`src/rtl/core/brm_pkg.sv`:
```
package brm_pkg;

  localparam int TableEntries = 10;
  localparam int RomIdxW      = 4;
  localparam int Len43        = 8;
  localparam int Len169       = 10;

  localparam logic [2:0] RegDynamicEnable = 3'd0;
  localparam logic [2:0] RegAspect43      = 3'd1;
  localparam logic [2:0] RegInitialEnable = 3'd2;
  localparam logic [2:0] RegInitialWidth  = 3'd3;
  localparam logic [2:0] RegInitialHeight = 3'd4;

  localparam logic [10:0] InitWidthReset  = 11'd640;
  localparam logic [10:0] InitHeightReset = 11'd480;

  typedef enum logic [1:0] {
    SEL_INIT,
    SEL_KEEP,
    SEL_EARLY,
    SEL_END
  } sel_e;

  typedef struct packed {
    logic        dynamic_enable;
    logic        aspect_four_three;
    logic        initial_enable;
    logic [10:0] initial_width;
    logic [10:0] initial_height;
  } cfg_t;

  typedef struct packed {
    logic start;
    logic step;
    logic emit;
    sel_e sel;
  } cmd_t;

  typedef struct packed {
    logic better;
    logic at_end;
    logic out_free;
  } status_t;

  typedef struct packed {
    logic [10:0] w;
    logic [10:0] h;
    logic [12:0] avg;
  } entry_t;

  function automatic entry_t rom_entry(input logic four_three, input logic [RomIdxW-1:0] idx);
    entry_t e;
    e = '0;
    if (four_three) begin
      unique case (idx)
        4'd0: e = '{w: 11'd320,  h: 11'd240,  avg: 13'd295};
        4'd1: e = '{w: 11'd400,  h: 11'd300,  avg: 13'd462};
        4'd2: e = '{w: 11'd512,  h: 11'd384,  avg: 13'd756};
        4'd3: e = '{w: 11'd640,  h: 11'd480,  avg: 13'd1182};
        4'd4: e = '{w: 11'd1024, h: 11'd768,  avg: 13'd3027};
        4'd5: e = '{w: 11'd1152, h: 11'd864,  avg: 13'd3831};
        4'd6: e = '{w: 11'd1296, h: 11'd972,  avg: 13'd4849};
        4'd7: e = '{w: 11'd1640, h: 11'd1232, avg: 13'd7778};
        default: e = '0;
      endcase
    end else begin
      unique case (idx)
        4'd0: e = '{w: 11'd384,  h: 11'd216,  avg: 13'd319};
        4'd1: e = '{w: 11'd512,  h: 11'd288,  avg: 13'd567};
        4'd2: e = '{w: 11'd640,  h: 11'd360,  avg: 13'd886};
        4'd3: e = '{w: 11'd768,  h: 11'd432,  avg: 13'd1277};
        4'd4: e = '{w: 11'd896,  h: 11'd504,  avg: 13'd1738};
        4'd5: e = '{w: 11'd1024, h: 11'd576,  avg: 13'd2270};
        4'd6: e = '{w: 11'd1152, h: 11'd648,  avg: 13'd2873};
        4'd7: e = '{w: 11'd1280, h: 11'd720,  avg: 13'd3548};
        4'd8: e = '{w: 11'd1408, h: 11'd864,  avg: 13'd4683};
        4'd9: e = '{w: 11'd1920, h: 11'd1080, avg: 13'd7983};
        default: e = '0;
      endcase
    end
    return e;
  endfunction

endpackage

```
`src/rtl/core/brm_ctrl.sv`:
```
module brm_ctrl (
  input  logic             clk_i,
  input  logic             rst_ni,
  input  logic             in_valid_i,
  input  logic             operation_i,
  input  brm_pkg::cfg_t    cfg_i,
  input  brm_pkg::status_t status_i,
  output logic             in_ready_o,
  output brm_pkg::cmd_t    cmd_o
);

  typedef enum logic [1:0] {
    IDLE,
    SCAN,
    FINISH
  } state_e;

  state_e        state_q;
  brm_pkg::sel_e sel_q;

  always_ff @(posedge clk_i or negedge rst_ni) begin
    if (!rst_ni) begin
      state_q <= IDLE;
      sel_q   <= brm_pkg::SEL_KEEP;
    end else begin
      unique case (state_q)
        IDLE: begin
          if (in_valid_i) begin
            if (operation_i && cfg_i.initial_enable) begin
              sel_q   <= brm_pkg::SEL_INIT;
              state_q <= FINISH;
            end else if (!cfg_i.dynamic_enable) begin
              sel_q   <= brm_pkg::SEL_KEEP;
              state_q <= FINISH;
            end else begin
              state_q <= SCAN;
            end
          end
        end
        SCAN: begin
          if (!status_i.better) begin
            sel_q   <= brm_pkg::SEL_EARLY;
            state_q <= FINISH;
          end else if (status_i.at_end) begin
            sel_q   <= brm_pkg::SEL_END;
            state_q <= FINISH;
          end
        end
        FINISH: begin
          if (status_i.out_free) begin
            state_q <= IDLE;
          end
        end
        default: state_q <= IDLE;
      endcase
    end
  end

  assign in_ready_o   = (state_q == IDLE);
  assign cmd_o.start  = (state_q == IDLE) && in_valid_i;
  assign cmd_o.step   = (state_q == SCAN) && status_i.better;
  assign cmd_o.emit   = (state_q == FINISH) && status_i.out_free;
  assign cmd_o.sel    = sel_q;

endmodule

```
`src/rtl/core/brm_datapath.sv`:
```
module brm_datapath #(
  parameter int TABLE_ENTRIES = brm_pkg::TableEntries
) (
  input  logic             clk_i,
  input  logic             rst_ni,
  input  brm_pkg::cfg_t    cfg_i,
  input  brm_pkg::cmd_t    cmd_i,
  input  logic [21:0]      target_kbps_i,
  input  logic             out_ready_i,
  output brm_pkg::status_t status_o,
  output logic             out_valid_o,
  output logic [10:0]      width_px_o,
  output logic [10:0]      height_px_o,
  output logic             changed_o
);

  localparam int IdxW = (TABLE_ENTRIES > 1) ? $clog2(TABLE_ENTRIES) : 1;
  localparam int N43  = (brm_pkg::Len43 < TABLE_ENTRIES) ? brm_pkg::Len43 : TABLE_ENTRIES;
  localparam int N169 = (brm_pkg::Len169 < TABLE_ENTRIES) ? brm_pkg::Len169 : TABLE_ENTRIES;
  localparam logic [IdxW-1:0] Last43  = IdxW'(N43 - 1);
  localparam logic [IdxW-1:0] Last169 = IdxW'(N169 - 1);

  logic [21:0]     target_q;
  logic [IdxW-1:0] idx_q;
  logic            have_best_q;
  logic [21:0]     last_q;
  logic [10:0]     best_w_q, best_h_q;
  logic [10:0]     cur_w_q, cur_h_q;
  logic            out_valid_q;
  logic [10:0]     out_w_q, out_h_q;
  logic            out_chg_q;

  brm_pkg::entry_t entry;
  logic [21:0]     avg;
  logic [21:0]     gap;
  logic [10:0]     res_w, res_h;
  logic            res_chg;

  assign entry = brm_pkg::rom_entry(cfg_i.aspect_four_three, brm_pkg::RomIdxW'(idx_q));
  assign avg   = 22'(entry.avg);
  assign gap   = (avg > target_q) ? (avg - target_q) : (target_q - avg);

  assign status_o.better   = !have_best_q || (gap < last_q);
  assign status_o.at_end   = (idx_q == (cfg_i.aspect_four_three ? Last43 : Last169));
  assign status_o.out_free = !out_valid_q || out_ready_i;

  always_comb begin
    unique case (cmd_i.sel)
      brm_pkg::SEL_INIT: begin
        res_w   = cfg_i.initial_width;
        res_h   = cfg_i.initial_height;
        res_chg = 1'b1;
      end
      brm_pkg::SEL_KEEP: begin
        res_w   = cur_w_q;
        res_h   = cur_h_q;
        res_chg = 1'b0;
      end
      brm_pkg::SEL_EARLY: begin
        res_w   = best_w_q;
        res_h   = best_h_q;
        res_chg = (best_w_q != cur_w_q) || (best_h_q != cur_h_q);
      end
      brm_pkg::SEL_END: begin
        res_w   = best_w_q;
        res_h   = best_h_q;
        res_chg = 1'b1;
      end
      default: begin
        res_w   = cur_w_q;
        res_h   = cur_h_q;
        res_chg = 1'b0;
      end
    endcase
  end

  always_ff @(posedge clk_i) begin
    if (cmd_i.start) begin
      target_q <= target_kbps_i;
      idx_q    <= '0;
    end else if (cmd_i.step) begin
      idx_q    <= idx_q + 1'b1;
      last_q   <= gap;
      best_w_q <= entry.w;
      best_h_q <= entry.h;
    end
    if (cmd_i.emit) begin
      out_w_q   <= res_w;
      out_h_q   <= res_h;
      out_chg_q <= res_chg;
    end
  end

  always_ff @(posedge clk_i or negedge rst_ni) begin
    if (!rst_ni) begin
      have_best_q <= 1'b0;
      cur_w_q     <= '0;
      cur_h_q     <= '0;
      out_valid_q <= 1'b0;
    end else begin
      if (cmd_i.start) begin
        have_best_q <= 1'b0;
      end else if (cmd_i.step) begin
        have_best_q <= 1'b1;
      end
      if (cmd_i.emit) begin
        cur_w_q     <= res_w;
        cur_h_q     <= res_h;
        out_valid_q <= 1'b1;
      end else if (out_ready_i) begin
        out_valid_q <= 1'b0;
      end
    end
  end

  assign out_valid_o = out_valid_q;
  assign width_px_o  = out_w_q;
  assign height_px_o = out_h_q;
  assign changed_o   = out_chg_q;

endmodule

```
`src/rtl/core/bitrate_resolution_matcher_core.sv`:
```
// Channel   Dir  Bus                      Word
// s_axis    in   tdata 24, tuser 1        target_kbps; operation
// m_axis    out  tdata 24                 width_px, height_px, changed
// apb       in   32-bit data, 5-bit addr  configuration registers
//
// A bitrate item goes from acceptance straight to the result register when dynamic mode
// is off or the initial resolution is forced; otherwise the table entries are first
// scanned one per cycle by the distance compare, up to all 10 of the full 16:9 table.
// A finished word waits in the output register while the next item is taken; the next
// result then stalls until that word has been accepted.
// Reset clears the stored resolution to zero and the registers to their defaults.
module bitrate_resolution_matcher_core #(
  parameter int TABLE_ENTRIES = brm_pkg::TableEntries
) (
  input  logic        clk_i,
  input  logic        rst_ni,
  input  logic        s_axis_tvalid,
  output logic        s_axis_tready,
  input  logic [23:0] s_axis_tdata,  // target_kbps[21:0], zero pad
  input  logic        s_axis_tuser,  // operation
  output logic        m_axis_tvalid,
  input  logic        m_axis_tready,
  output logic [23:0] m_axis_tdata,  // width_px[10:0], height_px[21:11], changed[22], pad
  input  logic        psel,
  input  logic        penable,
  input  logic        pwrite,
  input  logic [4:0]  paddr,
  input  logic [31:0] pwdata,
  output logic [31:0] prdata,
  output logic        pready
);

  brm_pkg::cfg_t    cfg_q;
  brm_pkg::cmd_t    cmd;
  brm_pkg::status_t status;
  logic [10:0]      width_px, height_px;
  logic             changed;

  assign pready = 1'b1;

  always_ff @(posedge clk_i or negedge rst_ni) begin
    if (!rst_ni) begin
      cfg_q.dynamic_enable    <= 1'b1;
      cfg_q.aspect_four_three <= 1'b0;
      cfg_q.initial_enable    <= 1'b0;
      cfg_q.initial_width     <= brm_pkg::InitWidthReset;
      cfg_q.initial_height    <= brm_pkg::InitHeightReset;
    end else if (psel && penable && pwrite) begin
      case (paddr[4:2])
        brm_pkg::RegDynamicEnable: cfg_q.dynamic_enable    <= pwdata[0];
        brm_pkg::RegAspect43:      cfg_q.aspect_four_three <= pwdata[0];
        brm_pkg::RegInitialEnable: cfg_q.initial_enable    <= pwdata[0];
        brm_pkg::RegInitialWidth:  cfg_q.initial_width     <= pwdata[10:0];
        brm_pkg::RegInitialHeight: cfg_q.initial_height    <= pwdata[10:0];
        default: ;
      endcase
    end
  end

  always_comb begin
    case (paddr[4:2])
      brm_pkg::RegDynamicEnable: prdata = {31'd0, cfg_q.dynamic_enable};
      brm_pkg::RegAspect43:      prdata = {31'd0, cfg_q.aspect_four_three};
      brm_pkg::RegInitialEnable: prdata = {31'd0, cfg_q.initial_enable};
      brm_pkg::RegInitialWidth:  prdata = {21'd0, cfg_q.initial_width};
      brm_pkg::RegInitialHeight: prdata = {21'd0, cfg_q.initial_height};
      default:                   prdata = '0;
    endcase
  end

  brm_ctrl u_ctrl (
    .clk_i       (clk_i),
    .rst_ni      (rst_ni),
    .in_valid_i  (s_axis_tvalid),
    .operation_i (s_axis_tuser),
    .cfg_i       (cfg_q),
    .status_i    (status),
    .in_ready_o  (s_axis_tready),
    .cmd_o       (cmd)
  );

  brm_datapath #(
    .TABLE_ENTRIES (TABLE_ENTRIES)
  ) u_datapath (
    .clk_i         (clk_i),
    .rst_ni        (rst_ni),
    .cfg_i         (cfg_q),
    .cmd_i         (cmd),
    .target_kbps_i (s_axis_tdata[21:0]),
    .out_ready_i   (m_axis_tready),
    .status_o      (status),
    .out_valid_o   (m_axis_tvalid),
    .width_px_o    (width_px),
    .height_px_o   (height_px),
    .changed_o     (changed)
  );

  assign m_axis_tdata = {1'b0, changed, height_px, width_px};

endmodule

```
`config.mk`:
```
export PLATFORM = sky130hd
export DESIGN_NAME = bitrate_resolution_matcher_core
export DESIGN_NICKNAME = d
export VERILOG_FILES = /design/src/rtl/core/brm_pkg.sv /design/src/rtl/core/brm_ctrl.sv /design/src/rtl/core/brm_datapath.sv /design/src/rtl/core/bitrate_resolution_matcher_core.sv
export SDC_FILE = /design/constraint.sdc
export NUM_CORES = 1
export LEC_CHECK = 0
export BUFFER_PORTS_ARGS = -buffer_cell sky130_fd_sc_hd__buf_2
export CORE_UTILIZATION = 45
export CTS_CLUSTER_SIZE = 14
export DETAILED_ROUTE_END_ITERATION = 6
export PLACE_DENSITY = 0.69
export SLEW_MARGIN = 20
export SYNTH_ARGS = -nofsm -noshare
export SYNTH_HDL_FRONTEND = slang
export SYNTH_HIERARCHICAL = 1
export SYNTH_SLANG_ARGS = --single-unit
```
`constraint.sdc`:
```
create_clock -name clk_i -period 6.47 [get_ports clk_i]
set_input_delay 1.294 -clock clk_i [delete_from_list [all_inputs] [get_ports clk_i]]
set_output_delay 1.294 -clock clk_i [all_outputs]
set_load 0.005 [all_outputs]
```
==> results by group <==
Status
  • Status: completed

Global route
  • Total GRT Usage: 0.189
  • Vias in the first global route: 6437
  • GRT overflow: 0
  • Largest net degree at the start of global routing: 59
  • Antenna violations before repair: 0
  • First-pass GRT wire length: 32900 um

Floorplan
  • Floorplan row count: 53
  • Die area: 0.0224 mm2
  • Initial core utilization: 0.462
  • Die height: 150 um
  • Core box area: 0.0212 mm2
  • Num ports: 128
  • Die boundary width: 150 um

Job
  • Max cap viols: 0

Setup path
  • CP endpoint kind: flop
  • WS Path Type: flop to flop
  • Critical Path RT: 6.78 ns
  • CP arrival: 6.45 ns
  • CP max FO: 14
  • Crit start category: flop

Timing
  • Final period utilization: 0.949
  • Final Hold Vio Count: 0
  • Worst slew pin tran: 1.05 ns
  • Peak Freq: 0.163 GHz
  • Skew final: 0.0133 ns
  • Fin crit period: 6.14 ns
  • Unrepaired setup endpoints after global routing: false
  • Setup TNS: 0 ns
  • Max-slew headroom: 0.295
  • Slew Viols, Final: 0
  • WHS: 0.511 ns
  • Setup-failing EPs final: 0

Synth
  • Yosys Warn Count: 6
  • FFs w/ async S/R, synth: 0.282
  • Yosys cell types: 72
  • Seq/Total Area, Yosys: 0.495
  • EDFF count, synth: 82
  • Synth Instances: 932
  • Post-synthesis register bit count: 188
  • Top FF cell, synth: edfxtp_1
  • Mapped cell area: 0.00981 mm2
  • Avg Synthesized Cell Area: 10.5 um2

Drt
  • Metal2 WL: 9350 um
  • Total Wirelength: 20500 um
  • Post-DRT Antenna Nets: 0
  • 1st-pass router iterations: 5
  • Vias/cell: 5.29
  • DRT iter0 DRCs: 629
  • DRC: 0
  • Avg WL per Cell: 15.8 um
  • Wire length on met1: 9830 um
  • Via Count: 6862
  • Met3 wire len: 987 um
  • Top layer in use: met4

Clock network
  • Cts hold-fix bufs: 0
  • CTS H-tree lvls: 4
  • CTS Sinks: 188
  • TritonCTS clock tree: built
  • Clk_lat worst skew: 0.44 ns
  • Num CTS Buffers: 17
  • Worst-path clk slew: 0.08 ns
  • Clock buffer depth: 2
  • Clk root buf: clkbuf_16

Final layout
  • # diodes: 0
  • Area Growth Syn to Fin: 13.6%
  • Share of layout cells above drive strength 1: 0.199
  • Final net count: 1141
  • Core Util, Final: 0.525

Placement
  • GP Congestion: 0.895
  • IO Port Bufs: 79
  • Post-DP HPWL: 14700 um

Hold path
  • Hold Crit Class: flop to flop

Power
  • VDD IR-drop max: 0.000180 V
  • Pleak: 5.09 nW
  • Pwr dens: 433 mW/mm2
==> per-stage QoR <==
stage / setup slack, ns / total power, W / cells / cell area, um2
floorplan: 0.125 / 0.00316 / 953 / 9890
global placement: 0.206 / 0.00367 / 1263 / 10500
detailed placement: 0.153 / 0.00372 / 1263 / 10500
CTS: 0.0596 / 0.00484 / 1295 / 11100
global route: 0.0296 / 0.00516 / 1297 / 11100
finish: 0.329 / 0.00483 / 1297 / 11100
==> critical path: stages, from the launching register on <==
cell       delay [ns]
dfrtp_1          0.39
nor2b_2          0.17
buf_12           0.15
nand2_1          0.07
o21a_1           0.18
ha_1             0.20
fa_1             0.26
and4b_1          0.22
a2111oi_2        0.40
o21ai_2          0.12
o2111a_2         0.32
buf_4            0.18
or4_4            0.55
o21ai_2          0.14
xor2_1           0.22
ha_1             0.29
a21oi_1          0.12
o21ai_0          0.14
a22oi_2          0.26
and2_1           0.24
mux2i_1          0.09
or2_2            0.41
ha_1             0.36
or3_1            0.40
a21boi_0         0.13
==> kinds of logic (layout without fill, tap and decap cells) <==
family | count (synthesis) | count (layout) | share of synthesized area
buffers and inverters | 171 | 240 | 0.0791
xor gates and xnor gates | 36 | 36 | 0.0321
and+or+nand+nor | 210 | 210 | 0.107
other | 2 | 23 | 0.000765
muxes | 43 | 43 | 0.0560
adders and majority gates | 63 | 63 | 0.0819
AOI/OAI and AO/OA | 219 | 219 | 0.148
DFF | 188 | 188 | 0.495
==> final cells by class <==
type                    instances  area (um2)
clock inverters                14         195
multi-input cells             594        4300
clock buffers                  18         450
repair inverters                1        5.00
inverters                     104         394
repair buffers                103         604
well taps                     275         344
flip-flops and latches        188        4860
fillers                      1867       10100
==> synthesized netlist by cell type (all sizes together) (3+ instances only) <==
master,n,area share
a211oi,4,0.0031
nor2b,8,0.0051
nor3,9,0.0046
ha,61,0.078
mux2i,8,0.0082
nand3,11,0.0056
a221o,5,0.0051
a222oi,12,0.012
o211ai,3,0.0023
nand2,61,0.023
nor2,55,0.021
a211o,4,0.0036
or4,3,0.0027
edfxtp,82,0.25
a31oi,3,0.0019
a22o,16,0.014
or2,4,0.0025
o21ai,57,0.030
o22ai,5,0.0032
a21oi,60,0.031
nand3b,3,0.0023
xnor2,18,0.016
or3,4,0.0025
clkbuf,32,0.012
dfxtp,53,0.11
a21o,21,0.016
nor3b,4,0.0041
buf,35,0.027
mux2,35,0.048
inv,103,0.039
o21a,11,0.0084
xor2,18,0.016
nand4,10,0.0064
dfrtp,45,0.11
dfstp,8,0.021
and2,8,0.0051
a21boi,3,0.0023
nand2b,16,0.010
==> final timing paths <==
kind	slack, ns	start	end	cells past startpoint
min	0.51	flop	u_datapath/best_w_q[7]	2
max	0.33	cfg_q[23]	flop	24
max in group asynchronous	5.05	rst_ni	u_datapath/cur_h_q[7]	2
min in group asynchronous	0.97	rst_ni	cfg_q[22]	2
min reg2reg	0.51	flop	u_datapath/best_w_q[7]	2
max reg2reg	0.33	cfg_q[23]	flop	24
==> cells in the final DEF (no fill, tap or decap), types with 5 or more instances in the layout <==
cell type / n
buf_4: 21
edfxtp_1: 82
nor3_1: 9
conb_1: 23
xnor2_1: 18
mux2_2: 15
and2_1: 8
nand2_1: 60
nor2b_1: 5
a22o_1: 16
o21a_1: 11
dfstp_2: 8
o21ai_0: 54
nor2_1: 54
nand3_1: 11
o22ai_1: 5
nand2b_1: 16
mux2i_1: 8
xor2_1: 18
clkbuf_16: 18
a222oi_1: 12
a21oi_1: 59
a221o_1: 5
dfxtp_1: 53
nand4_1: 10
inv_1: 103
inv_12: 5
a21o_1: 21
buf_2: 79
dfrtp_1: 45
mux2_4: 20
ha_1: 61
==> layer usage <==
metal / up-vias / track usage
met5: - / 0
met2: 219 / 0.293
met4: 0 / 0.0631
met3: 20 / 0.0323
li1: 3368 / -
met1: 3255 / 0.268
==> power by group <==
group	switching [W]	internal, W
Sequential	0.000186	0.00167
Combinational	0.00110	0.000770
Clock	0.000542	0.000562
==> repair_timing <==
| action | 4_1_cts | 5_1_grt |
|---|---|---|
| buffers inserted | 0 | 1 |
| setup endpoints to repair | 0 | 32 |
| resized for setup | 0 | 8 |
(Power assumes the default switching activity.)
